## config.mk

```make
export PLATFORM = sky130hd
export DESIGN_NAME = button_debounce_long_press_core
export DESIGN_NICKNAME = d
export VERILOG_FILES = /design/src/design/bdlp_pkg.sv /design/src/design/bdlp_button.sv /design/src/design/button_debounce_long_press_core.sv
export SDC_FILE = /design/constraint.sdc
export NUM_CORES = 1
export LEC_CHECK = 0
export ABC_AREA = 0
export ABC_CLOCK_PERIOD_IN_PS = 4900
export BUFFER_PORTS_ARGS = -buffer_cell sky130_fd_sc_hd__buf_2
export CAP_MARGIN = 40
export CORE_MARGIN = 2
export CORE_UTILIZATION = 35
export DETAILED_ROUTE_END_ITERATION = 8
export PLACE_DENSITY = 0.54
export SYNTH_ARGS = -nofsm -noshare
export SYNTH_HDL_FRONTEND = slang
export SYNTH_HIERARCHICAL = 1
export SYNTH_SLANG_ARGS = --single-unit
```

## constraint.sdc

```tcl
create_clock -name clk -period 4.9 [get_ports clk]
set_input_delay 0.49 -clock clk [delete_from_list [all_inputs] [get_ports clk]]
set_output_delay 0.49 -clock clk [all_outputs]
set_load 0.01 [all_outputs]
```

## src/design/bdlp_pkg.sv

```systemverilog
// Shared types, codes and helpers for the button debounce and long-press block.
`default_nettype none

package bdlp_pkg;

	localparam int MASK_W     = 3;
	localparam int LEVEL_W    = 3;
	localparam int INDEX_W    = 3;
	localparam int TIME_W     = 16;
	localparam int STEP_W     = 10;
	localparam int COUNT_W    = 8;
	localparam int CFG_DATA_W = 16;
	localparam int CFG_IDX_W  = 2;

	typedef enum logic [2:0] {
		OP_SCAN       = 3'd0,
		OP_TAKE_PRESS = 3'd1,
		OP_TAKE_LONG  = 3'd2,
		OP_CLR_PRESS  = 3'd3,
		OP_CLR_LONG   = 3'd4
	} bdlp_op_t;

	localparam logic [CFG_IDX_W-1:0] CFG_BOUNCE_TIME     = 2'd0;
	localparam logic [CFG_IDX_W-1:0] CFG_LONG_PRESS_TIME = 2'd1;
	localparam logic [CFG_IDX_W-1:0] CFG_SCAN_STEP       = 2'd2;
	localparam logic [CFG_IDX_W-1:0] CFG_PRESSED_LEVEL   = 2'd3;

	typedef struct packed {
		logic [2:0]         opcode;
		logic [LEVEL_W-1:0] raw_levels;
		logic [INDEX_W-1:0] button_index;
	} bdlp_in_t;

	typedef struct packed {
		logic [MASK_W-1:0] pressed_mask;
		logic [MASK_W-1:0] long_held_mask;
		logic              event_taken;
		logic              index_invalid;
	} bdlp_out_t;

	typedef struct packed {
		logic [TIME_W-1:0] bounce_time;
		logic [TIME_W-1:0] long_press_time;
		logic [STEP_W-1:0] scan_step;
		logic              pressed_level;
	} bdlp_cfg_t;

	typedef struct packed {
		logic scan;
		logic take_press;
		logic take_long;
		logic clr_press;
		logic clr_long;
	} bdlp_cmd_t;

	typedef struct packed {
		logic pressed;
		logic long_held;
		logic taken;
	} bdlp_stat_t;

	function automatic logic [TIME_W-1:0] sat_add16(input logic [TIME_W-1:0] a,
			input logic [STEP_W-1:0] b);
		logic [TIME_W:0] s;
		s = {1'b0, a} + {{(TIME_W+1-STEP_W){1'b0}}, b};
		return s[TIME_W] ? {TIME_W{1'b1}} : s[TIME_W-1:0];
	endfunction

endpackage

`default_nettype wire

```

## src/design/bdlp_button.sv

```systemverilog
// Per-button cell: debounce timer, hold timer, long flag and event counters.
`default_nettype none

module bdlp_button (
	input  logic                 clk,
	input  logic                 arst_n,
	input  bdlp_pkg::bdlp_cmd_t  cmd,
	input  logic                 level,
	input  bdlp_pkg::bdlp_cfg_t  cfg,
	output bdlp_pkg::bdlp_stat_t stat
);
	import bdlp_pkg::*;

	logic               acc_q, last_q, long_q;
	logic [TIME_W-1:0]  bounce_q, hold_q;
	logic [COUNT_W-1:0] press_q, lcnt_q;

	logic               acc_n, last_n, long_n, taken;
	logic [TIME_W-1:0]  bounce_n, hold_n;
	logic [COUNT_W-1:0] press_n, lcnt_n;

	always_comb begin
		acc_n    = acc_q;
		last_n   = last_q;
		long_n   = long_q;
		bounce_n = bounce_q;
		hold_n   = hold_q;
		press_n  = press_q;
		lcnt_n   = lcnt_q;
		taken    = 1'b0;
		if (cmd.scan) begin
			if (last_q != level) begin
				bounce_n = '0;
				last_n   = level;
			end else if (acc_q != level) begin
				if (bounce_q < cfg.bounce_time) begin
					bounce_n = sat_add16(bounce_q, cfg.scan_step);
				end else begin
					acc_n = level;
					if (level == cfg.pressed_level) begin
						if (press_q != {COUNT_W{1'b1}})
							press_n = press_q + 1'b1;
					end else begin
						long_n = 1'b0;
						hold_n = '0;
					end
				end
			end else if (acc_q == cfg.pressed_level) begin
				if (hold_q < cfg.long_press_time) begin
					hold_n = sat_add16(hold_q, cfg.scan_step);
				end else if (!long_q) begin
					if (lcnt_q != {COUNT_W{1'b1}})
						lcnt_n = lcnt_q + 1'b1;
					long_n = 1'b1;
				end
			end
		end else if (cmd.take_press) begin
			if (press_q != '0) begin
				press_n = press_q - 1'b1;
				taken   = 1'b1;
			end
		end else if (cmd.take_long) begin
			if (lcnt_q != '0) begin
				lcnt_n = lcnt_q - 1'b1;
				taken  = 1'b1;
			end
		end else if (cmd.clr_press) begin
			press_n = '0;
		end else if (cmd.clr_long) begin
			lcnt_n = '0;
		end
		stat.pressed   = (acc_n == cfg.pressed_level);
		stat.long_held = long_n;
		stat.taken     = taken;
	end

	always_ff @(posedge clk or negedge arst_n) begin
		if (!arst_n) begin
			acc_q    <= 1'b1;
			last_q   <= 1'b1;
			long_q   <= 1'b0;
			bounce_q <= '0;
			hold_q   <= '0;
			press_q  <= '0;
			lcnt_q   <= '0;
		end else begin
			acc_q    <= acc_n;
			last_q   <= last_n;
			long_q   <= long_n;
			bounce_q <= bounce_n;
			hold_q   <= hold_n;
			press_q  <= press_n;
			lcnt_q   <= lcnt_n;
		end
	end

endmodule

`default_nettype wire

```

## src/design/button_debounce_long_press_core.sv

```systemverilog
// Top level: input register, per-button cells, result register and config registers.
//
// Input channel in_valid/in_stall/in_word carries one command word: a scan of
// all raw levels, or a take/clear of one button's press or long event counter.
// Output channel out_valid/out_stall/out_word returns exactly one result word
// per command: debounced pressed mask, long-held mask, event_taken and
// index_invalid, all reflecting the state after that command.
// A word passes through the input register, then the result register, before out_valid
// rises. Throughput is one word per cycle while out_stall is low; the per-button cells
// update their timers and counters in the single cycle a word leaves the
// input register, so the next word sees the new state.
// When out_stall is held, the result register keeps its word and one more
// input word is taken into the input register; in_stall rises after that.
// Config writes (cfg_we, cfg_index, cfg_data) are registered, with no
// read-back, and are expected only while the block is idle.
// Reset clears all words in flight, restores the default timing config and
// puts every button in the released state with empty counters.
`default_nettype none

module button_debounce_long_press_core #(
	parameter int NUM_BUTTONS = 3
) (
	input  logic                                 clk,
	input  logic                                 arst_n,
	input  logic                                 in_valid,
	output logic                                 in_stall,
	input  bdlp_pkg::bdlp_in_t                   in_word,
	output logic                                 out_valid,
	input  logic                                 out_stall,
	output bdlp_pkg::bdlp_out_t                  out_word,
	input  logic                                 cfg_we,
	input  logic [bdlp_pkg::CFG_IDX_W-1:0]       cfg_index,
	input  logic [bdlp_pkg::CFG_DATA_W-1:0]      cfg_data
);
	import bdlp_pkg::*;

	bdlp_cfg_t cfg_q;
	logic      valid_s1;
	bdlp_in_t  word_s1;
	logic      out_valid_q;
	bdlp_out_t out_word_q;
	logic      fire;
	logic      op_scan, op_take_p, op_take_l, op_clr_p, op_clr_l, op_indexed;
	logic      idx_ok;
	logic [NUM_BUTTONS-1:0] taken_vec, pressed_vec, long_vec;
	bdlp_out_t result;

	always_ff @(posedge clk or negedge arst_n) begin
		if (!arst_n) begin
			cfg_q.bounce_time     <= 16'd50;
			cfg_q.long_press_time <= 16'd1000;
			cfg_q.scan_step       <= 10'd10;
			cfg_q.pressed_level   <= 1'b0;
		end else if (cfg_we) begin
			unique case (cfg_index)
				CFG_BOUNCE_TIME:     cfg_q.bounce_time     <= cfg_data;
				CFG_LONG_PRESS_TIME: cfg_q.long_press_time <= cfg_data;
				CFG_SCAN_STEP:       cfg_q.scan_step       <= cfg_data[STEP_W-1:0];
				CFG_PRESSED_LEVEL:   cfg_q.pressed_level   <= cfg_data[0];
			endcase
		end
	end

	assign fire     = valid_s1 && (!out_valid_q || !out_stall);
	assign in_stall = valid_s1 && !fire;

	always_ff @(posedge clk or negedge arst_n) begin
		if (!arst_n) begin
			valid_s1 <= 1'b0;
		end else if (in_valid && !in_stall) begin
			valid_s1 <= 1'b1;
		end else if (fire) begin
			valid_s1 <= 1'b0;
		end
	end

	always_ff @(posedge clk) begin
		if (in_valid && !in_stall)
			word_s1 <= in_word;
	end

	always_comb begin
		op_scan    = 1'b0;
		op_take_p  = 1'b0;
		op_take_l  = 1'b0;
		op_clr_p   = 1'b0;
		op_clr_l   = 1'b0;
		unique case (word_s1.opcode)
			OP_SCAN:       op_scan   = 1'b1;
			OP_TAKE_PRESS: op_take_p = 1'b1;
			OP_TAKE_LONG:  op_take_l = 1'b1;
			OP_CLR_PRESS:  op_clr_p  = 1'b1;
			OP_CLR_LONG:   op_clr_l  = 1'b1;
			default: ;
		endcase
		op_indexed = op_take_p || op_take_l || op_clr_p || op_clr_l;
	end

	assign idx_ok = word_s1.button_index < INDEX_W'(NUM_BUTTONS);

	for (genvar i = 0; i < NUM_BUTTONS; i++) begin : g_btn
		bdlp_cmd_t  cmd;
		bdlp_stat_t stat;
		logic       sel;
		logic       level;

		assign sel = fire && idx_ok && (word_s1.button_index == INDEX_W'(i));
		assign cmd.scan       = fire && op_scan;
		assign cmd.take_press = sel && op_take_p;
		assign cmd.take_long  = sel && op_take_l;
		assign cmd.clr_press  = sel && op_clr_p;
		assign cmd.clr_long   = sel && op_clr_l;

		if (i < LEVEL_W) begin : g_lvl
			assign level = word_s1.raw_levels[i];
		end else begin : g_nolvl
			assign level = 1'b0;
		end

		bdlp_button u_btn (
			.clk    (clk),
			.arst_n (arst_n),
			.cmd    (cmd),
			.level  (level),
			.cfg    (cfg_q),
			.stat   (stat)
		);

		assign taken_vec[i]   = stat.taken;
		assign pressed_vec[i] = stat.pressed;
		assign long_vec[i]    = stat.long_held;
	end

	for (genvar b = 0; b < MASK_W; b++) begin : g_mask
		if (b < NUM_BUTTONS) begin : g_on
			assign result.pressed_mask[b]   = pressed_vec[b];
			assign result.long_held_mask[b] = long_vec[b];
		end else begin : g_off
			assign result.pressed_mask[b]   = 1'b0;
			assign result.long_held_mask[b] = 1'b0;
		end
	end

	assign result.event_taken   = |taken_vec;
	assign result.index_invalid = op_indexed && !idx_ok;

	always_ff @(posedge clk or negedge arst_n) begin
		if (!arst_n) begin
			out_valid_q <= 1'b0;
		end else if (fire) begin
			out_valid_q <= 1'b1;
		end else if (!out_stall) begin
			out_valid_q <= 1'b0;
		end
	end

	always_ff @(posedge clk) begin
		if (fire)
			out_word_q <= result;
	end

	assign out_valid = out_valid_q;
	assign out_word  = out_word_q;

`ifndef SYNTHESIS
	a_invalid_not_taken: assert property (@(posedge clk) disable iff (!arst_n)
		out_valid_q |-> !(out_word_q.index_invalid && out_word_q.event_taken))
		else $error("index_invalid and event_taken both set");

	a_stall_needs_item: assert property (@(posedge clk) disable iff (!arst_n)
		in_stall |-> valid_s1)
		else $error("input stalled with empty input register");

	a_fire_gives_result: assert property (@(posedge clk) disable iff (!arst_n)
		fire |=> out_valid_q)
		else $error("result register not loaded after fire");

	a_taken_only_on_take: assert property (@(posedge clk) disable iff (!arst_n)
		(fire && result.event_taken) |->
			(word_s1.opcode == OP_TAKE_PRESS || word_s1.opcode == OP_TAKE_LONG))
		else $error("event taken by a non-take opcode");
`endif

endmodule

`default_nettype wire
```

==> flow_summary.ini <==
[status]
outcome = finished clean

[power_and_ir_drop]
p_sw_share_pct = 37.5
intPower_uw = 4570
p_comb_share_pct = 34.9
p_clk_share_pct = 30.0
cellPowerDensity_nw_per_um2 = 393
seqPwrFrac_pct = 35.1
power_leakage_uw = 0.00828
ir_worst_vdd_mv = 0.280
p_switching_uw = 2740

[floorplan]
die-width_um = 223
dieArea_um2 = 49700
start_util_pct = 35.3
top_level_ports = 42
core_area_um2 = 47500
rows = 80
die_y_um = 223

[grt]
grt_max_degree = 97
grt-ovfl-total = 0
grt_pass1_vias = 14100
gr-usage-all-layers_pct = 18.9
grt_first_pass_wirelength_um = 75900
antenna_found_initial = 0

[route]
finalWirelength_um = 47200
drc_errors = 0
ant_nets = 0
wire_per_inst_um = 18.1
dr.pass1.iters = 6
via_per_inst = 5.58
vias = 14500
drtIter0Drc = 1180

[logic_synthesis]
synth_top_family_by_area = compound AO/OA/AOI/OAI gates
ys_seq_area_share_pct = 32.7
synth_xor_area_share_pct = 2.87
synth_top_flop_cell = dfrtp_1
synth.distinct_cells = 104
synth-simple-area-share_pct = 20.2
synth_adder_area_share_pct = 13.3
synth-seq-cells = 215
syn-cell-area_um2 = 16800
synth_fp_nets = 2155
yosys_warnings = 6
postSynthCellCount = 1949
synth-compound-area-share_pct = 22.2
avgSynthCellArea_um2 = 8.60
synthMuxAreaShare_pct = 3.25
synth_edf_count = 17
async_reset_ff_share_pct = 92.1

[timing]
rsz0062_at_grt = false
slew_headroom_pct = 42.0
fmax_mhz = 289
setup-violations-final = 0
hold-worst-slack_ns = 0.101
drv_slew = 0
clock_skew_ns = 0.0238
finalCritPeriodShare_pct = 70.5
fin_ws_ns = 1.44
finalHoldViolCount = 0
tightest_slew_ns = 0.867
fin_crit_ns = 3.46
fin_setup_tns_ns = 0

[setup_path]
path_class = reg -> reg
slowest_delay_ns = 0.54
worst-path-buf-inv = 2
endpoint_kind = register
cp_max_fo = 7
start_kind = register
worstPathRequired_ns = 5.35
critPathArrivalTime_ns = 3.90
crit_family = compound AO/OA/AOI/OAI gates
slowest_stage = or3b_2
path_cells = or3b_2 > nor4_1 > buf_4 > inv_1 > a41o_1 > a211oi_2 > nor2_1 > a211oi_4 > or2_2 > o221ai_1 > a22o_1

[clocking]
cts_made_buffers = 28
cts.sinks = 215
clock_latency_ns = 0.58
htreeDepth = 1
post_cts_resized = 0
cts_setup_buffers = 0
cts.path.max_buffers = 3
cts_tree = done
cts-root-buf = clkbuf_16
clkTransAtPathRegs_ns = 0.06
hold_buffers = 1

[layout]
fin_area_um2 = 18600
drive_gt1_share_pct = 11.2
nets = 2173
syn2layout_area_growth_pct = 10.9
diodes = 0
nFillCells = 4707

[placed_design]
place_ws_ns = 1.36
placed_cell_area_um2 = 17600
gp_congestion = 0.841
dp.final_hpwl_um = 34600
portBuffers = 41

[run]
cap_violations = 0

[hold_path]
hp-class = in -> reg
[final timing paths]
path	start	to	slack, ns	depth (start not counted)
worst max-delay path	word_s1[8]	g_btn[1].u_btn/lcnt_q[3]	1.44	11
worst min-delay path	in_word[8]	word_s1[8]	0.10	1
worst max register to register	word_s1[8]	g_btn[1].u_btn/lcnt_q[3]	1.44	11
worst min register to register	g_btn[2].u_btn/bounce_q[0]	g_btn[2].u_btn/bounce_q[0]	0.51	1
max in group asynchronous	arst_n	g_btn[2].u_btn/press_q[4]	3.77	3
min in group asynchronous	arst_n	g_btn[1].u_btn/bounce_q[2]	0.32	2
[Yosys cell counts (7+ instances only)]
cell type | instances | area, um2
or4_1 | 7 | 52.6
nor3b_1 | 8 | 60.1
a211o_1 | 8 | 70.1
o21ai_0 | 152 | 761
nand2_1 | 168 | 631
dfstp_2 | 17 | 447
o21bai_1 | 14 | 105
inv_1 | 149 | 559
a22o_1 | 7 | 61.3
a21oi_1 | 130 | 651
o21ai_1 | 9 | 45.0
or2_2 | 10 | 62.6
mux2_2 | 44 | 495
o31ai_1 | 9 | 67.6
o2bb2ai_1 | 17 | 149
and3_1 | 26 | 163
buf_4 | 7 | 52.6
ha_1 | 168 | 2100
a21o_1 | 26 | 195
buf_2 | 13 | 65.1
nand3b_1 | 8 | 60.1
a41oi_1 | 9 | 78.8
nand2b_1 | 19 | 119
o211ai_1 | 13 | 97.6
a211oi_1 | 24 | 180
o22ai_1 | 9 | 56.3
xor2_1 | 20 | 175
xnor2_1 | 35 | 307
a31oi_1 | 31 | 194
nor3_1 | 65 | 325
nor2_1 | 152 | 571
o21a_1 | 15 | 113
and2_1 | 9 | 56.3
clkbuf_1 | 48 | 180
edfxtp_1 | 17 | 510
nand3_1 | 78 | 390
nor4_1 | 36 | 225
dfrtp_1 | 181 | 4530
nor2b_1 | 14 | 87.6
nand4_1 | 22 | 138
or3_1 | 13 | 81.3
[registers in the layout (all words and copies together), names as in the netlist]
signal                cells
valid_s1                  1
out_word                  8
g_btn.level               3
word_s1                   6
g_btn.u_btn/press_q      24
g_btn.u_btn/bounce_q     48
g_btn.u_btn/last_q        3
cfg_q                    43
g_btn.u_btn/hold_q       48
out_valid                 1
g_btn.u_btn/lcnt_q       24
g_btn.u_btn/long_q        3
g_btn.u_btn/acc_q         3
[kinds of logic (layout without fill, tap and decap cells)]
group,count (synthesis),in the layout
AND/OR/NAND/NOR,674,674
AO/OA/AOI/OAI,557,557
buffers and inverters,225,265
flip-flops,215,215
adder cells (fa/ha/maj),174,174
XOR/XNOR,55,55
multiplexers,49,49
[power groups by stage]
stage	sequential, uW	clock [uW]	combinational (uW)
after global placement	2590	0	2460
final	2560	2190	2550
after detailed placement	2590	0	2540
after CTS	2560	2260	2560
after floorplan	2360	0	2050
after global routing	2610	2330	2930
[final cells by class]
type                            instances  area (um2)  area share [%]
Timing Repair Buffer                   64         428            2.30
Sequential cell                       215        5490            29.5
Clock inverter                         15         189            1.02
Inverter                              149         559            3.01
Clock buffer                           37         785            4.22
Multi-Input combinational cell       1509       10400            55.8
Tap cell                              615         769            4.14
[layout by cell type (no fill, tap or decap), drive strengths merged, types with 12 or more instances in the layout]
cell type / netlist / layout
nor3: 67 / 67
inv: 149 / 149
o211ai: 13 / 13
nand3: 80 / 80
or3: 13 / 13
dfrtp: 181 / 181
nand2b: 20 / 20
a21oi: 133 / 133
o21bai: 14 / 14
ha: 168 / 168
or2: 13 / 13
o21ai: 162 / 162
nor2: 156 / 156
xor2: 20 / 20
a31oi: 31 / 31
nor2b: 15 / 15
o21a: 16 / 16
and3: 26 / 26
nor4: 38 / 38
nand2: 168 / 168
clkbuf: 49 / 38
o2bb2ai: 17 / 17
a21o: 26 / 26
dfstp: 17 / 17
xnor2: 35 / 35
o31ai: 12 / 12
a211oi: 26 / 26
mux2: 44 / 44
edfxtp: 17 / 17
buf: 27 / 62
nand4: 23 / 23
[metrics by stage]
| step | total power [uW] | instances | utilization (%) |
|---|---|---|---|
| 2_1_floorplan | 4410 | 1949 | - |
| 3_3_place_gp | 5050 | 2546 | 36.9 |
| 3_5_place_dp | 5130 | 2551 | 37.0 |
| 4_1_cts | 7370 | 2604 | 39.1 |
| 5_1_grt | 7870 | 2604 | 39.1 |
| 6_report | 7310 | 2604 | 39.1 |
[routing by layer]
layer / up-vias / track usage (%) / share of wire (%)
li1: 7178 / - / -
met3: 75 / 2.09 / 4.1
met2: 303 / 31.3 / 46
met4: 0 / 6.19 / 2.9
met1: 6973 / 25.9 / 47
met5: - / 0 / 0
Note: power is estimated with default switching activity, not from simulation.
